## src/sv/uv_sphere_index_generator_assert.svh

```systemverilog
// Assertion macros for the UV sphere index generator.
// Included by the top level; no other dependencies.
`ifndef UV_SPHERE_INDEX_GENERATOR_ASSERT_SVH
`define UV_SPHERE_INDEX_GENERATOR_ASSERT_SVH

`ifndef ASSERT_OFF
// Same-cycle implication under reset.
`define UVSIG_ASSERT_IMP(label, clk, rst_n, pre, post) \
    label: assert property (@(posedge clk) disable iff (!rst_n) (pre) |-> (post)) \
        else $error("uvsig assertion failed");
// Next-cycle implication under reset.
`define UVSIG_ASSERT_NXT(label, clk, rst_n, pre, post) \
    label: assert property (@(posedge clk) disable iff (!rst_n) (pre) |=> (post)) \
        else $error("uvsig assertion failed");
`else
`define UVSIG_ASSERT_IMP(label, clk, rst_n, pre, post)
`define UVSIG_ASSERT_NXT(label, clk, rst_n, pre, post)
`endif

`endif

```

## src/sv/uvsig_pkg.sv

```systemverilog
// Types and constants shared by the UV sphere index generator.
// No dependencies.
package uvsig_pkg;

    localparam int IDX_W   = 15;
    localparam int PT_W    = 8;
    localparam int RING_W  = 7;
    localparam int CNT_W   = 9;   // holds 2 * refinement up to 256
    localparam int REF_W   = 8;

    typedef enum logic [3:0] {
        PH_TOP    = 4'b0001,
        PH_BANDS  = 4'b0010,
        PH_BOTTOM = 4'b0100,
        PH_DONE   = 4'b1000
    } phase_t;

    typedef struct packed {
        phase_t             phase;
        logic [RING_W-1:0]  ring_count;
        logic [PT_W-1:0]    point_count;
        logic               quad_half;
        logic [IDX_W-1:0]   ring_base;
    } gen_state_t;

    // Effective ring geometry derived from the refinement register.
    typedef struct packed {
        logic [CNT_W-1:0]   ring_points;   // P = 2r
        logic [RING_W-1:0]  band_limit;    // r - 1
    } geom_t;

    typedef struct packed {
        logic [IDX_W-1:0]   index_a;
        logic [IDX_W-1:0]   index_b;
        logic [IDX_W-1:0]   index_c;
        logic               last_triangle;
    } tri_t;

endpackage

```

## src/sv/uv_sphere_index_generator.sv

```systemverilog
// Top level of the UV sphere index generator: config register, counter
// state, output register. Depends on uvsig_pkg, uvsig_step and the assert header.
//
//  channel   signals                                       direction
//  config    refinement_wr_en, refinement_wr_data          in
//  request   in_valid, in_ready, restart                   in (in_ready out)
//  triangle  out_valid, out_ready, index_a/b/c, last_triangle  out (out_ready in)
//
// One request beat is taken per cycle while in_ready is high; its triangle
// sits in the output register in the cycle after. The counter update and index
// adds are one combinational pass, so the rate is one triangle per clock while the output is not stalled.
// A request is taken whenever the output register is empty or being drained.
// After reset the generator is in its done phase until a restart beat.
`include "uv_sphere_index_generator_assert.svh"

module uv_sphere_index_generator
    import uvsig_pkg::*;
#(
    parameter int MAX_REFINEMENT = 128
)
(
    input  logic             clk,
    input  logic             rst_n,
    input  logic             refinement_wr_en,
    input  logic [REF_W-1:0] refinement_wr_data,
    input  logic             in_valid,
    output logic             in_ready,
    input  logic             restart,
    output logic             out_valid,
    input  logic             out_ready,
    output logic [IDX_W-1:0] index_a,
    output logic [IDX_W-1:0] index_b,
    output logic [IDX_W-1:0] index_c,
    output logic             last_triangle
);

    localparam logic [REF_W-1:0] MAX_R = REF_W'(MAX_REFINEMENT);
    localparam logic [REF_W-1:0] MIN_R = REF_W'(3);

    logic [REF_W-1:0] refinement_reg;
    logic [REF_W-1:0] ref_eff;
    geom_t            geom;
    gen_state_t       state_reg;
    gen_state_t       state_next;
    tri_t             step_tri;
    logic             step_emit;
    tri_t             out_tri_reg;
    logic             out_valid_reg;
    logic             in_accept;

    always_ff @(posedge clk or negedge rst_n)
    begin
        if (!rst_n)
        begin
            refinement_reg <= MIN_R;
        end
        else if (refinement_wr_en)
        begin
            refinement_reg <= refinement_wr_data;
        end
    end

    always_comb
    begin
        if (refinement_reg < MIN_R)
        begin
            ref_eff = MIN_R;
        end
        else if (refinement_reg > MAX_R)
        begin
            ref_eff = MAX_R;
        end
        else
        begin
            ref_eff = refinement_reg;
        end
    end

    assign geom.ring_points = {ref_eff, 1'b0};
    assign geom.band_limit  = RING_W'(ref_eff - REF_W'(1));

    uvsig_step u_step (
        .state      (state_reg),
        .restart    (restart),
        .geom       (geom),
        .state_next (state_next),
        .tri_out    (step_tri),
        .emit       (step_emit)
    );

    assign in_ready  = !out_valid_reg || out_ready;
    assign in_accept = in_valid && in_ready;

    always_ff @(posedge clk or negedge rst_n)
    begin
        if (!rst_n)
        begin
            state_reg.phase       <= PH_DONE;
            state_reg.ring_count  <= '0;
            state_reg.point_count <= '0;
            state_reg.quad_half   <= 1'b0;
            state_reg.ring_base   <= '0;
            out_valid_reg         <= 1'b0;
        end
        else
        begin
            if (in_accept)
            begin
                state_reg <= state_next;
            end
            if (in_accept && step_emit)
            begin
                out_valid_reg <= 1'b1;
            end
            else if (out_ready)
            begin
                out_valid_reg <= 1'b0;
            end
        end
    end

    always_ff @(posedge clk)
    begin
        if (in_accept && step_emit)
        begin
            out_tri_reg <= step_tri;
        end
    end

    assign out_valid     = out_valid_reg;
    assign index_a       = out_tri_reg.index_a;
    assign index_b       = out_tri_reg.index_b;
    assign index_c       = out_tri_reg.index_c;
    assign last_triangle = out_tri_reg.last_triangle;

    // A request that yields a triangle always fills the output register.
    `UVSIG_ASSERT_NXT(a_emit_fills, clk, rst_n, in_accept && step_emit, out_valid_reg)
    // The flagged bottom cap triangle leaves the generator in its done phase.
    `UVSIG_ASSERT_NXT(a_last_done, clk, rst_n, in_accept && step_emit && step_tri.last_triangle, state_reg.phase == PH_DONE)
    // Top cap triangles always fan from the top pole.
    `UVSIG_ASSERT_NXT(a_top_pole, clk, rst_n, in_accept && (restart || state_reg.phase == PH_TOP), index_b == '0)

endmodule

```

## src/sv/uvsig_step.sv

```systemverilog
// Next-triangle logic: computes one triangle (none in the done phase) and the next counter state.
// Depends on uvsig_pkg.
module uvsig_step
    import uvsig_pkg::*;
(
    input  gen_state_t state,
    input  logic       restart,
    input  geom_t      geom,
    output gen_state_t state_next,
    output tri_t       tri_out,
    output logic       emit
);

    gen_state_t       cur;
    logic [CNT_W-1:0] inc;
    logic             wrap;
    logic [IDX_W-1:0] i15;
    logic [IDX_W-1:0] nx15;
    logic [IDX_W-1:0] p15;
    logic [IDX_W-1:0] b;
    logic [RING_W-1:0] ring_inc;

    always_comb
    begin
        if (restart)
        begin
            cur.phase       = PH_TOP;
            cur.ring_count  = '0;
            cur.point_count = '0;
            cur.quad_half   = 1'b0;
            cur.ring_base   = '0;
        end
        else
        begin
            cur = state;
        end
    end

    assign inc      = {1'b0, cur.point_count} + CNT_W'(1);
    assign wrap     = (inc >= geom.ring_points);
    assign i15      = IDX_W'(cur.point_count);
    assign nx15     = wrap ? '0 : IDX_W'(inc);
    assign p15      = IDX_W'(geom.ring_points);
    assign b        = cur.ring_base;
    assign ring_inc = cur.ring_count + RING_W'(1);

    always_comb
    begin
        state_next = cur;
        tri_out    = '0;
        emit       = 1'b0;
        case (cur.phase)
            PH_TOP:
            begin
                emit            = 1'b1;
                tri_out.index_a = IDX_W'(1) + nx15;
                tri_out.index_b = '0;
                tri_out.index_c = IDX_W'(1) + i15;
                if (wrap)
                begin
                    state_next.point_count = '0;
                    state_next.phase       = PH_BANDS;
                    state_next.ring_count  = RING_W'(1);
                    state_next.quad_half   = 1'b0;
                    state_next.ring_base   = IDX_W'(1) + p15;
                end
                else
                begin
                    state_next.point_count = inc[PT_W-1:0];
                end
            end
            PH_BANDS:
            begin
                emit            = 1'b1;
                tri_out.index_a = b + nx15;
                if (!cur.quad_half)
                begin
                    tri_out.index_b      = b + i15 - p15;
                    tri_out.index_c      = b + i15;
                    state_next.quad_half = 1'b1;
                end
                else
                begin
                    tri_out.index_b      = b + nx15 - p15;
                    tri_out.index_c      = b + i15 - p15;
                    state_next.quad_half = 1'b0;
                    if (wrap)
                    begin
                        state_next.point_count = '0;
                        state_next.ring_count  = ring_inc;
                        // The last band also ends if the ring counter wrapped.
                        if (ring_inc >= geom.band_limit || ring_inc == '0)
                        begin
                            state_next.phase = PH_BOTTOM;
                        end
                        else
                        begin
                            state_next.ring_base = b + p15;
                        end
                    end
                    else
                    begin
                        state_next.point_count = inc[PT_W-1:0];
                    end
                end
            end
            PH_BOTTOM:
            begin
                emit                  = 1'b1;
                tri_out.index_a       = b + p15;
                tri_out.index_b       = b + nx15;
                tri_out.index_c       = b + i15;
                tri_out.last_triangle = wrap;
                if (wrap)
                begin
                    state_next.phase       = PH_DONE;
                    state_next.point_count = '0;
                end
                else
                begin
                    state_next.point_count = inc[PT_W-1:0];
                end
            end
            default:
            begin
                emit = 1'b0;
            end
        endcase
    end

endmodule
```

## config.mk

```make
export PLATFORM = sky130hd
export DESIGN_NAME = uv_sphere_index_generator
export DESIGN_NICKNAME = d
export VERILOG_FILES = /design/src/sv/uvsig_pkg.sv /design/src/sv/uv_sphere_index_generator.sv /design/src/sv/uvsig_step.sv
export VERILOG_INCLUDE_DIRS = /design/src /design/src/sv
export SDC_FILE = /design/constraint.sdc
export NUM_CORES = 1
export LEC_CHECK = 0
export BUFFER_PORTS_ARGS = -buffer_cell sky130_fd_sc_hd__buf_4
export CAP_MARGIN = 5
export CELL_PAD_IN_SITES_DETAIL_PLACEMENT = 0
export CELL_PAD_IN_SITES_GLOBAL_PLACEMENT = 2
export CORE_MARGIN = 3
export CORE_UTILIZATION = 35
export CTS_CLUSTER_SIZE = 12
export DETAILED_ROUTE_END_ITERATION = 8
export GPL_TIMING_DRIVEN = 0
export PLACE_DENSITY_LB_ADDON = 0.1
export SLEW_MARGIN = 10
export SYNTH_ARGS = -nofsm -noshare
export SYNTH_HDL_FRONTEND = slang
export SYNTH_HIERARCHICAL = 1
export SYNTH_SLANG_ARGS = --single-unit
```

## constraint.sdc

```tcl
create_clock -name clk -period 11.7 [get_ports clk]
set_clock_uncertainty 0.2 [all_clocks]
set_input_delay 2.34 -clock clk [delete_from_list [all_inputs] [get_ports clk]]
set_output_delay 2.34 -clock clk [all_outputs]
set_load 0.03 [all_outputs]
```

==> flow_summary.toml <==
[run]
max-cap-violations = 0

[clock_tree]
htreeDepth = 3
clkSlewWorstSetupHoldPaths_ns = 0.07
postCtsHoldBufs = 0
cts_buffer_depth = 2
cts.sinks = 90
cts_buffers = 9
post_cts_buffers = 0
clock_latency_ns = 0.36
cts_root_buf = "clkbuf_16"
tritoncts = "built"

[synthesis]
ys_types = 84
avgSynthCellArea_um2 = 8.85
syn_inst = 927
yosysTopAreaCell = "edfxtp_1"
synthFlopType = "edfxtp_1"
ys_warn_count = 6
synth_area_leaders = "edfxtp_1 17%, dfrtp_1 13%, ha_1 9.5%"
synth_top_area_share_pct = 16.8
synth_edf_count = 46
async_flop_share_pct = 48.9
synth_area_um2 = 8200
ys_ff_latch = 90
ys_seq_area_share_pct = 30.3

[global_route]
first_global_vias = 7097
grt_overflow_total = 0
grt_pass1_wl_mm = 42.6
antenna_found_initial = 0
grt.total_usage_pct = 21.9
grt_max_degree = 45

[setup_path]
endpoint = "index_b[14]"
crit_arrival_ns = 11.16
reg2reg_depth = 31
worstPathMaxFanout = 10
critPathRequiredTime_ns = 11.68
crit_type = "in2reg"
critPathTopFamily = "buffers and inverters"
cp_slowest_cell = "buf_1"
crit_path_frequent_cell = "ha_1"
r2r-start = "state_reg[16]"
cp.depth = 35
reg2reg_slack_ns = 3.72
cp_slowest_stage_delay_ns = 0.58
crit_path_end_kind = "register"
cp_num_buf_inv = 7
crit_start = "restart"
reg2reg_to = "index_b[14]"
start_kind = "primary input"

[die]
initial_core_util_pct = 35.9
io_pins = 62
row_count = 55
die_y_um = 159
die_w_um = 159
dieArea_um2 = 25300
coreArea_um2 = 22800

[layout]
largest_register_ffs = 35
fin_cells = 1325
fin_nets = 1086
areaGrowthSynthToFinish_pct = 14.8
n_antenna_cell = 0
n_fill_cell = 2397
layout-drive-gt1-share_pct = 15.5
final_common_cell = "nand2_1"
final_cell_mix = "84 x nand2_1, 72 x nor2_1, 63 x buf_4"
fin_util_pct = 41.2

[detailed_routing]
via_per_inst = 5.47
first_pass_iters = 5
wirelength_mm = 27.9
wl_per_cell_um = 21.0
detail-route-antenna-nets = 0
drc = 0
via_count = 7245
drt_iter0_markers = 480

[placed_design]
placed_cells = 1309
place_congestion = 0.922
dpl.hpwl_mm = 21.9
port_buffers = 60

[run_status]
outcome = "finished clean"

[sta]
setup_viol = 0
worstMarginPinSlew_ns = 1.12
hold_ws_ns = 0.296
max_freq_mhz = 89.4
post-route-period-util_pct = 95.6
finalHoldViolations = 0
fin_crit_ns = 11.18
setup_tns_ns = 0
rsz0062_at_grt = "false"
slew_headroom_pct = 25.1
finalMaxSlewViolations = 0

[hold_path]
hold_depth = 1
hp-class = "reg2reg"

[power_and_ir_drop]
p_leak_nw = 4.11
vdd_drop_max_mv = 0.0585
power_density_nw_per_um2 = 140
## power breakdown
| part | total (mW) | switching (mW) | internal, mW |
|---|---|---|---|
| Sequential | 0.414 | 0.0263 | 0.388 |
| Clock | 0.320 | 0.140 | 0.180 |
| Combinational | 0.585 | 0.365 | 0.220 |
| Total | 1.32 | 0.531 | 0.789 |
## Yosys cell counts (5+ instances only)
library cell / number
o21ai_0: 40
nor2_1: 72
o21bai_1: 7
dfrtp_1: 41
nand4_1: 10
a222oi_1: 6
o22ai_1: 20
mux2_2: 35
mux2i_1: 13
a211oi_1: 7
o221ai_1: 11
and2_1: 9
nand2_1: 84
nand2b_1: 5
a22o_1: 5
mux2_1: 13
and3_1: 11
a22oi_1: 12
xnor2_1: 55
nor3_1: 15
nor2b_1: 30
edfxtp_1: 46
buf_2: 5
xor2_1: 24
a31oi_1: 6
a21o_1: 14
inv_1: 52
clkbuf_1: 31
nand3_1: 29
ha_1: 62
o21ai_1: 8
a21oi_1: 58
## routing by layer
layer  vias up  track usage, %  routed length, um
met5         -               0                  0
met2       208            36.2              12900
met4         0            5.49                535
met1      3478            30.5              12900
li1       3528               -                  -
met3        31            2.68               1530
## timing repair
item                                   in CTS  in global routing
endpoints found under the hold margin       0                  0
gates resized for setup                     0                  1
setup endpoints to repair                   0                  1
## per-stage QoR
step                      worst slack [ns]  power, mW  area (um^2)
after global placement               0.172      0.999         9070
after CTS                            0.571       1.33         9410
after global routing                0.0842       1.40         9420
final                                0.519       1.32         9420
after detailed placement             0.200       1.00         9100
after floorplan                       2.68      0.825         8230
## final cells by class
class / count / area [um^2] / share of cell area [%]
tap: 313 / 392 / 4.16
inverter: 57 / 214 / 2.27
sequential: 90 / 2490 / 26.4
clock inverter: 5 / 60.1 / 0.638
timing repair buffer: 61 / 470 / 5.00
clock buffer: 11 / 254 / 2.70
multi-input combinational: 745 / 5360 / 56.9
buffer: 43 / 179 / 1.90
## logic make-up (layout without fill, tap and decap cells)
kind of cell	Yosys count	count (layout)	synth area share, %
simple gates	288	288	17.3
xor+xnor	83	83	9.37
mux	62	62	8.36
buf+inv	100	177	4.79
flops	90	90	30.3
other cells	1	9	0.0457
compound gates	235	235	19.3
fa+ha+maj	68	68	10.6
## worst min path at each step
stage | slack [ns] | startpoint | end
finish | 0.30 | state_reg[9] | state_reg[9]
global route | 0.31 | state_reg[6] | state_reg[6]
CTS | 0.30 | state_reg[3] | state_reg[3]
detailed placement | 0.28 | state_reg[9] | state_reg[9]
global placement | 0.28 | state_reg[3] | state_reg[3]
floorplan | 0.26 | state_reg[9] | state_reg[9]
No activity file was read; power rests on OpenSTA's default activity.
